**config.mk**
```make
export PLATFORM = sky130hd
export DESIGN_NAME = access_event_history_ring_core
export DESIGN_NICKNAME = d
export VERILOG_FILES = /design/src/hdl/aehr_pkg.sv /design/src/hdl/access_event_history_ring_core.sv
export SDC_FILE = /design/constraint.sdc
export NUM_CORES = 1
export LEC_CHECK = 0
export BUFFER_PORTS_ARGS = -buffer_cell sky130_fd_sc_hd__buf_2
export CAP_MARGIN = 20
export CORE_ASPECT_RATIO = 0.75
export CORE_MARGIN = 2
export CORE_UTILIZATION = 40
export CTS_CLUSTER_SIZE = 28
export DETAILED_ROUTE_END_ITERATION = 8
export SETUP_SLACK_MARGIN = 0.4
export SLEW_MARGIN = 15
export SYNTH_ARGS = -nofsm -noshare
export SYNTH_HDL_FRONTEND = slang
export SYNTH_SLANG_ARGS = --single-unit
```
**constraint.sdc**
```tcl
create_clock -name clk -period 4.4 [get_ports clk]
set_clock_uncertainty 0.2 [all_clocks]
set_input_delay 0.88 -clock clk [delete_from_list [all_inputs] [get_ports clk]]
set_output_delay 0.88 -clock clk [all_outputs]
set_load 0.02 [all_outputs]
```
**src/hdl/aehr_pkg.sv**
```systemverilog
// Shared types and command codes for the access event history ring.
`timescale 1ns / 1ps
`default_nettype none
package aehr_pkg;

  localparam int HELD_W = 5;

  localparam logic [1:0] CMD_RECORD = 2'd0;
  localparam logic [1:0] CMD_LIST   = 2'd1;
  localparam logic [1:0] CMD_CLEAR  = 2'd2;

  typedef struct packed {
    logic [1:0]  cmd;
    logic        user_kind;
    logic [1:0]  place;
    logic [31:0] card_uid;
  } req_t;

  typedef struct packed {
    logic              entry_kind;
    logic [1:0]        entry_place;
    logic [31:0]       entry_uid;
    logic [HELD_W-1:0] entries_held;
    logic              empty_res;
    logic              last;
  } rsp_t;

  typedef struct packed {
    logic        kind;
    logic [1:0]  place;
    logic [31:0] uid;
  } entry_t;

endpackage
`default_nettype wire

```
**src/hdl/access_event_history_ring_core.sv**
```systemverilog
// Access event history ring: circular log of recent access events in one memory.
//
// Channels: req (req_valid/req_ready/req) carries commands, rsp (rsp_valid/
// rsp_ready/rsp) carries results; a transfer happens when valid and ready are
// both high at a rising edge of clk.
// Record, clear and the unused command give one result, registered in the cycle
// after the transfer. A list with entries held walks the ring from oldest to
// newest: each entry is read into the read stage and then moved to the output
// register, one entry per cycle while rsp_ready is high, paced by the single
// registered read port of the entry memory. The final result of each command
// has last set; an empty list gives one result with empty_res set.
// A command is taken when the walker is idle and the output register is free
// or being emptied in the same cycle, so record and clear can be taken back to
// back while rsp_ready is high; a list blocks commands until its last entry
// moves to the output register. When rsp_ready is low the output register and
// the read stage hold, and the walker pauses; nothing is dropped.
// Reset (rst, synchronous) empties the log and clears rsp_valid.
// The entry memory is not cleared; only written slots are ever read.
`timescale 1ns / 1ps
`default_nettype none
module access_event_history_ring_core
  import aehr_pkg::*;
#(
  parameter int DEPTH = 20
) (
  input  wire  clk,
  input  wire  rst,
  input  wire  req_valid,
  output logic req_ready,
  input  req_t req,
  output logic rsp_valid,
  input  wire  rsp_ready,
  output rsp_t rsp
);

  localparam int PW = (DEPTH > 1) ? $clog2(DEPTH) : 1;
  localparam int CW = $clog2(DEPTH + 1);
  localparam logic [CW-1:0] FULL_CNT = CW'(DEPTH);
  localparam logic [PW-1:0] LAST_SLOT = PW'(DEPTH - 1);

  typedef enum logic [1:0] {
    ST_IDLE = 2'b01,
    ST_LIST = 2'b10
  } state_t;

  state_t         state;
  logic [CW-1:0]  count;
  logic [PW-1:0]  oldest;
  logic [PW-1:0]  rd_ptr;
  logic [CW-1:0]  remaining;
  logic           p_valid;
  logic           p_last;
  entry_t         mem [DEPTH];
  entry_t         mem_q;

  logic           acc;
  logic           out_free;
  logic           move;
  logic           issue;
  logic           full;
  logic           rec_we;
  logic           list_go;
  logic [PW-1:0]  wr_slot;
  logic [CW-1:0]  count_next;
  logic [PW-1:0]  oldest_next;
  entry_t         wr_entry;

  function automatic logic [PW-1:0] wrap_inc(input logic [PW-1:0] p);
    return (p == LAST_SLOT) ? '0 : p + 1'b1;
  endfunction

  assign out_free  = !rsp_valid || rsp_ready;
  assign req_ready = (state == ST_IDLE) && out_free;
  assign acc       = req_valid && req_ready;
  assign move      = p_valid && out_free;
  assign issue     = (state == ST_LIST) && (remaining != '0) && (!p_valid || move);

  assign full        = (count == FULL_CNT);
  assign wr_slot     = full ? oldest : count[PW-1:0];
  assign count_next  = full ? count : count + 1'b1;
  assign oldest_next = full ? wrap_inc(oldest) : oldest;
  assign rec_we      = acc && (req.cmd == CMD_RECORD);
  assign list_go     = acc && (req.cmd == CMD_LIST) && (count != '0);
  assign wr_entry    = '{kind: req.user_kind, place: req.place, uid: req.card_uid};

  always_ff @(posedge clk) begin
    if (rec_we) begin
      mem[wr_slot] <= wr_entry;
    end
    if (issue) begin
      mem_q <= mem[rd_ptr];
    end
  end

  always_ff @(posedge clk) begin
    if (rst) begin
      state     <= ST_IDLE;
      count     <= '0;
      oldest    <= '0;
      rd_ptr    <= '0;
      remaining <= '0;
      p_valid   <= 1'b0;
      p_last    <= 1'b0;
      rsp_valid <= 1'b0;
    end else begin
      rsp_valid <= move || (acc && !list_go) || (rsp_valid && !rsp_ready);

      if (acc) begin
        unique case (req.cmd)
          CMD_RECORD: begin
            count  <= count_next;
            oldest <= oldest_next;
            rsp    <= '{entries_held: HELD_W'(count_next), last: 1'b1, default: '0};
          end
          CMD_LIST: begin
            if (count == '0) begin
              rsp <= '{empty_res: 1'b1, last: 1'b1, default: '0};
            end else begin
              state     <= ST_LIST;
              rd_ptr    <= oldest;
              remaining <= count;
            end
          end
          CMD_CLEAR: begin
            count  <= '0;
            oldest <= '0;
            rsp    <= '{last: 1'b1, default: '0};
          end
          default: begin
            rsp <= '{entries_held: HELD_W'(count), last: 1'b1, default: '0};
          end
        endcase
      end

      if (issue) begin
        rd_ptr    <= wrap_inc(rd_ptr);
        remaining <= remaining - 1'b1;
        p_valid   <= 1'b1;
        p_last    <= (remaining == CW'(1));
      end else if (move) begin
        p_valid <= 1'b0;
      end

      if (move) begin
        rsp <= '{entry_kind: mem_q.kind, entry_place: mem_q.place, entry_uid: mem_q.uid,
                 entries_held: HELD_W'(count), empty_res: 1'b0, last: p_last};
        if (p_last) begin
          state <= ST_IDLE;
        end
      end
    end
  end

  a_count_bound: assert property (@(posedge clk) disable iff (rst)
    count <= FULL_CNT)
    else $error("entry count above depth");

  a_oldest_full: assert property (@(posedge clk) disable iff (rst)
    (oldest != '0) |-> full)
    else $error("oldest pointer moved before ring filled");

  a_stage_in_list: assert property (@(posedge clk) disable iff (rst)
    p_valid |-> (state == ST_LIST))
    else $error("read stage busy outside list walk");

  a_list_starts: assert property (@(posedge clk) disable iff (rst)
    (acc && (req.cmd == CMD_LIST) && (count != '0)) |=> (state == ST_LIST) && !rsp_valid)
    else $error("list with entries did not start walk");

  a_walk_no_empty: assert property (@(posedge clk) disable iff (rst)
    (rsp_valid && (state == ST_LIST)) |-> !rsp.empty_res)
    else $error("empty flag during list walk");

endmodule
`default_nettype wire
```
# [Word level (Yosys, flattened, before mapping)]
# Memories as Yosys holds them, arrays and structs flattened. A register that Yosys moved wholly into a read port is not among the register bits.
# Cells that the tools add are included.
[word_totals] mem_count=1 mem_bits_ro=0 in_bits=41 reg_bits=67 ram_bits=700 output_inout_bits=44 elab_cells=90 latch_bits=0
[memory_table] name="mem" words=20 width=35 rd=1 rd_ports_with_merged_regs=1 write_ports=1 line_no="access_event_history_ring_core.sv:53" source="entry_t mem [DEPTH];"
[classes] n_eq_ne=11 div=0 reduce_logical=31 bitwise_logic=1 mux=28 addsub=4 n_lt_le_gt_ge=0 shift=0 mul=0
[ops] cell="$mux 42" n=3
[ops] cell="$pmux 42 s3" n=1
[ops] cell="$mux 5" n=13
[ops] cell="$pmux 5 s2" n=2
[ops] cell="$add 5x1->5 const B" n=3
[ops] cell="$eq 5x5->1 const B" n=3
[ops] cell="$logic_and 1x1->1" n=10
[ops] cell="$mux 2" n=5
[ops] cell="$reduce_bool 2->1" n=5
[ops] cell="$reduce_bool 5->1" n=2
[ops] cell="$reduce_and 3->1" n=3
[ops] cell="$eq 5x1->1 const B" n=1
[ops] cell="$logic_not 5->1" n=1
[ops] cell="$sub 5x1->5 const B" n=1
[ops] cell="$eq 2x1->1 const B" n=2
[ops] cell="$eq 2x2->1 const B" n=2
[ops] cell="$logic_not 1->1" n=4
[ops] cell="$logic_or 1x1->1" n=4
[ops] cell="$mux 1" n=4
[ops] cell="$ne 2x2->1 const B" n=2
[ops] cell="$ne 3x2->1 const B" n=1
[ops] cell="$logic_not 2->1" n=1
[ops] cell="$reduce_and 2->1" n=1
[ops] cell="$not 1->1" n=1

# [Depth between registers and ports, before layout]
[logic_depth] word_depth=10 ltp_mapped=10 ltp_nobuf=7

# [Least setup slack after synthesis]
# No wires, ideal clock.
[synth_timing] kind="in2reg" start="in rsp_ready" end="reg rsp[0] in the netlist's numbering, enable pin" cell_stages=5 required_ps=3759 setup_slack_ps=487 path_buffers=1 arrival_time_ps=3272 setup_time_ps=441 cell_sequence="nand2b_1 -> and2_1 -> clkbuf_1 -> a21oi_1 -> nor2_1"
[synth_between] elab_chain_cells=5 word_cells_on_any_way=7 classes_between="eq/ne: 1; reduce/logical: 6"
[synth_lines] element="start: declaration" line_no="access_event_history_ring_core.sv:32" source="input wire rsp_ready,"
[synth_lines] element="$logic_or 1x1->1 *" line_no="access_event_history_ring_core.sv:72" source="assign out_free = !rsp_valid || rsp_ready;"
[synth_lines] element="$logic_and 1x1->1" line_no="access_event_history_ring_core.sv:73" source="assign req_ready = (state == ST_IDLE) && out_free;"
[synth_lines] element="$logic_and 1x1->1" line_no="access_event_history_ring_core.sv:74" source="assign acc = req_valid && req_ready;"
[synth_lines] element="$reduce_bool 2->1 (no line)"
[synth_lines] element="$reduce_and 3->1 (no line) *"
[synth_lines] element="end signal: assignment" line_no="access_event_history_ring_core.sv:145" source="rsp <= '{entry_kind: mem_q.kind, entry_place: mem_q.place, entry_uid: mem_q.uid,"
[synth_lines] element="end: declaration" line_no="access_event_history_ring_core.sv:33" source="output rsp_t rsp"
# Mark *: on every way between the ends. The rest lies on a longest branch, timed or not.
# A chain may end at the register's enable or synchronous reset.

# [Worst setup path in the final report]
[layout_timing] start="reg count[4]" end="mem mem[11][2] in the netlist's numbering, enable pin"
[layout_between] elab_chain_cells=2
[layout_lines] element="start: declaration" line_no="access_event_history_ring_core.sv:47" source="logic [CW-1:0] count;"
[layout_lines] element="start signal: assignment" line_no="access_event_history_ring_core.sv:111" source="count <= count_next;"
[layout_lines] element="$eq 5x5->1" line_no="access_event_history_ring_core.sv:78" source="assign full = (count == FULL_CNT);"
[layout_lines] element="$mux 5 *" line_no="access_event_history_ring_core.sv:79" source="assign wr_slot = full ? oldest : count[PW-1:0];"
[layout_lines] element="end: declaration" line_no="access_event_history_ring_core.sv:53"
# Marks and branches as above.

==> impl_metrics.tcl <==
set metrics [dict create \
    start_kind "register" \
    leakagePower_nw 10.9 \
    cts_tree "built" \
    outcome "finished, final reports clean" \
    path_cells "nor2b_1 > nand3_2 > mux2i_1 > or4_1 > nor2_4 > buf_4" \
    switchingPower_mw 3.07 \
    sequentialPowerShare_pct 55.3 \
    yosysUniqueCellTypes 59 \
    rsz0062_at_grt "false" \
    r2r_cells 6 \
    syn_area_mm2 0.0309 \
    antenna_left 0 \
    drt_first_pass_iters 5 \
    netSwitchingFraction_pct 20.2 \
    start_util_pct 40.3 \
    ir_drop_v 0.000320 \
    grt_first_pass_wirelength_um 105000 \
    worstMarginPinSlew_ps 1020 \
    synth-edff-count 777 \
    grt_antenna_before_repair 1 \
    clock_power_share_pct 43.1 \
    maxSlewViolCount 0 \
    h-tree-depth 3 \
    grt_pass1_vias 15400 \
    hold_viol 0 \
    critical_path.max_stage_delay_ps 830 \
    dp_hpwl_um 39500 \
    critPathArrivalTime_ps 3730 \
    ys_ff_latch 802 \
    min_period_ps 3610 \
    path_class "reg -> reg" \
    die_x_um 325 \
    cts.clk_slew.worst_paths_ps 60 \
    port_buffers 84 \
    finalSetupTns_ps 0 \
    yosysSeqAreaShare_pct 77.1 \
    track_usage_pct 17.9 \
    drc 0 \
    whs_path_depth 2 \
    numCtsBuffers 79 \
    die_h_um 245 \
    hold_buffers 0 \
    ys_warn_count 0 \
    drive_gt1_share_pct 24.1 \
    p_int_mw 12.1 \
    crit_buf_inv 1 \
    r2r-end "mem[11][2]" \
    power_density_mw_per_mm2 428 \
    syn_avg_cell_area_um2 20.0 \
    io_pins 85 \
    clkLatencyLatePin_ps 640 \
    finalWirelength_um 70500 \
    slowest_stage "or4_1" \
    synthArstFlopShare_pct 0 \
    power_mw 15.2 \
    syn2layout_area_growth_pct 14.8 \
    most-common-layout-cells "777 x edfxtp_1, 137 x mux4_2, 105 x mux2i_1" \
    vias_per_cell 5.49 \
    min_path_type "reg -> reg" \
    cap_violations 0 \
    ctsLongestPathBuffers 3 \
    cts_resized 0 \
    path_max_fanout 14 \
    relSlewSlack_pct 31.6 \
    synthCells 1544 \
    crit_family "simple AND/OR/NAND/NOR gates" \
    grt_max_degree 75 \
    gr-total-overflow 0 \
    min_from "p_last" \
    cts-root-buf "clkbuf_16" \
    clock_sinks 802 \
    coreArea_mm2 0.0767 \
    fin_crit_sh_pct 82.0 \
    synth_nets 1592 \
    vias 15200 \
    drtIter0Drc 1523 \
    cts_setup_buffers 0 \
    mostFrequentLayoutCell "edfxtp_1" \
    worstHoldEndpoint "p_last" \
    synth_flop_cell "edfxtp_1" \
    wire_per_inst_um 25.5 \
    place_congestion 0.776 \
    fin_nets 1717 \
    final-setup-viol-count 0 \
    worstReg2RegStart "count[4]" \
    antenna_cells 0 \
    cp-end-kind "register" \
    power_frac_comb_pct 1.7 \
    holdWs_ps 289 \
    die_area_mm2 0.0796 \
    rows 88 \
    max_freq_mhz 277 \
    placed_area_mm2 0.0330 \
    r2r_slack_ps 790 \
    design_area_mm2 0.0355 \
    cp.required_ps 4520 \
]
worst max path at each step:
stage,endpoint,depth (start not counted),from,slack [ps]
3_3_place_gp,mem[9][18],7,rsp_ready,690
5_1_grt,mem[11][2],6,count[4],630
4_1_cts,mem[11][2],6,count[4],800
2_1_floorplan,rsp[0],5,rsp_ready,490
3_5_place_dp,mem[9][18],7,rsp_ready,690
6_report,mem[11][2],6,count[4],790
power groups by stage:
| stage | clock [mW] | sequential [mW] | combinational, mW |
|---|---|---|---|
| after floorplan | 0 | 8.59 | 0.0757 |
| after global placement | 0 | 8.56 | 0.249 |
| after detailed placement | 0 | 8.56 | 0.257 |
| after CTS | 6.70 | 8.40 | 0.258 |
| after global routing | 7.00 | 8.40 | 0.280 |
| final | 6.55 | 8.40 | 0.253 |
sequential cells by signal (all words and copies together), names as in the netlist:
register,cells
count,5
rsp_valid,1
oldest,5
mem_q,35
state,2
remaining,5
rd_ptr,5
rsp,42
p_valid,1
mem,700
p_last,1
synth_stat cells, drive strengths merged, types with 6 or more instances:
cell / count / area [um^2]
a2111oi: 34 / 340
a21oi: 53 / 265
a31oi: 6 / 37.5
and3: 37 / 231
buf: 37 / 269
clkbuf: 50 / 195
dfxtp: 25 / 500
edfxtp: 777 / 23300
ha: 7 / 87.6
inv: 46 / 173
mux2i: 105 / 1050
mux4: 141 / 3190
nand2: 22 / 82.6
nand2b: 10 / 62.6
nand3: 15 / 80.1
nor2: 72 / 270
nor2b: 6 / 37.5
nor3: 8 / 40.0
o21ai: 7 / 35.0
o22ai: 37 / 231
through the flow:
| step | util, % | setup slack [ps] | std cells |
|---|---|---|---|
| 2_1_floorplan | - | 487 | 1544 |
| 3_3_place_gp | 43.0 | 694 | 2623 |
| 3_5_place_dp | 43.0 | 692 | 2623 |
| 4_1_cts | 46.3 | 796 | 2762 |
| 5_1_grt | 46.3 | 632 | 2762 |
| 6_report | 46.3 | 790 | 2762 |
routing by layer:
metal	up-vias	routed length [um]	global-route usage (%)
met5	-	9	0
met4	2	1110	4.11
met3	91	3760	3.18
met2	437	32300	27.3
met1	8047	33300	26.8
li1	6589	-	-
logic make-up (layout without fill, tap and decap cells):
| kind of cell | after synthesis | count (layout) | share of synthesized area, % |
|---|---|---|---|
| simple gates | 189 | 189 | 3.06 |
| xor+xnor | 2 | 2 | 0.0567 |
| fa+ha+maj | 7 | 7 | 0.283 |
| compound gates | 164 | 164 | 3.69 |
| buf+inv | 133 | 316 | 2.06 |
| mux | 247 | 247 | 13.8 |
| flops | 802 | 802 | 77.1 |
area by class of cell:
| type | count | area [um^2] |
|---|---|---|
| clock buffer | 96 | 2080 |
| clock inverter | 43 | 412 |
| fill | 6436 | 41200 |
| inverter | 46 | 173 |
| multi-input combinational | 609 | 6620 |
| sequential | 802 | 23900 |
| tap | 1035 | 1290 |
| timing repair buffer | 131 | 1060 |
worst register-to-register path, cell delays in order (launching register included):
cell and delay, ps:
dfxtp_1 520, nor2b_1 290, nand3_2 210, mux2i_1 240, or4_1 830, nor2_4 710, buf_4 310
(Power assumes the default switching activity.)
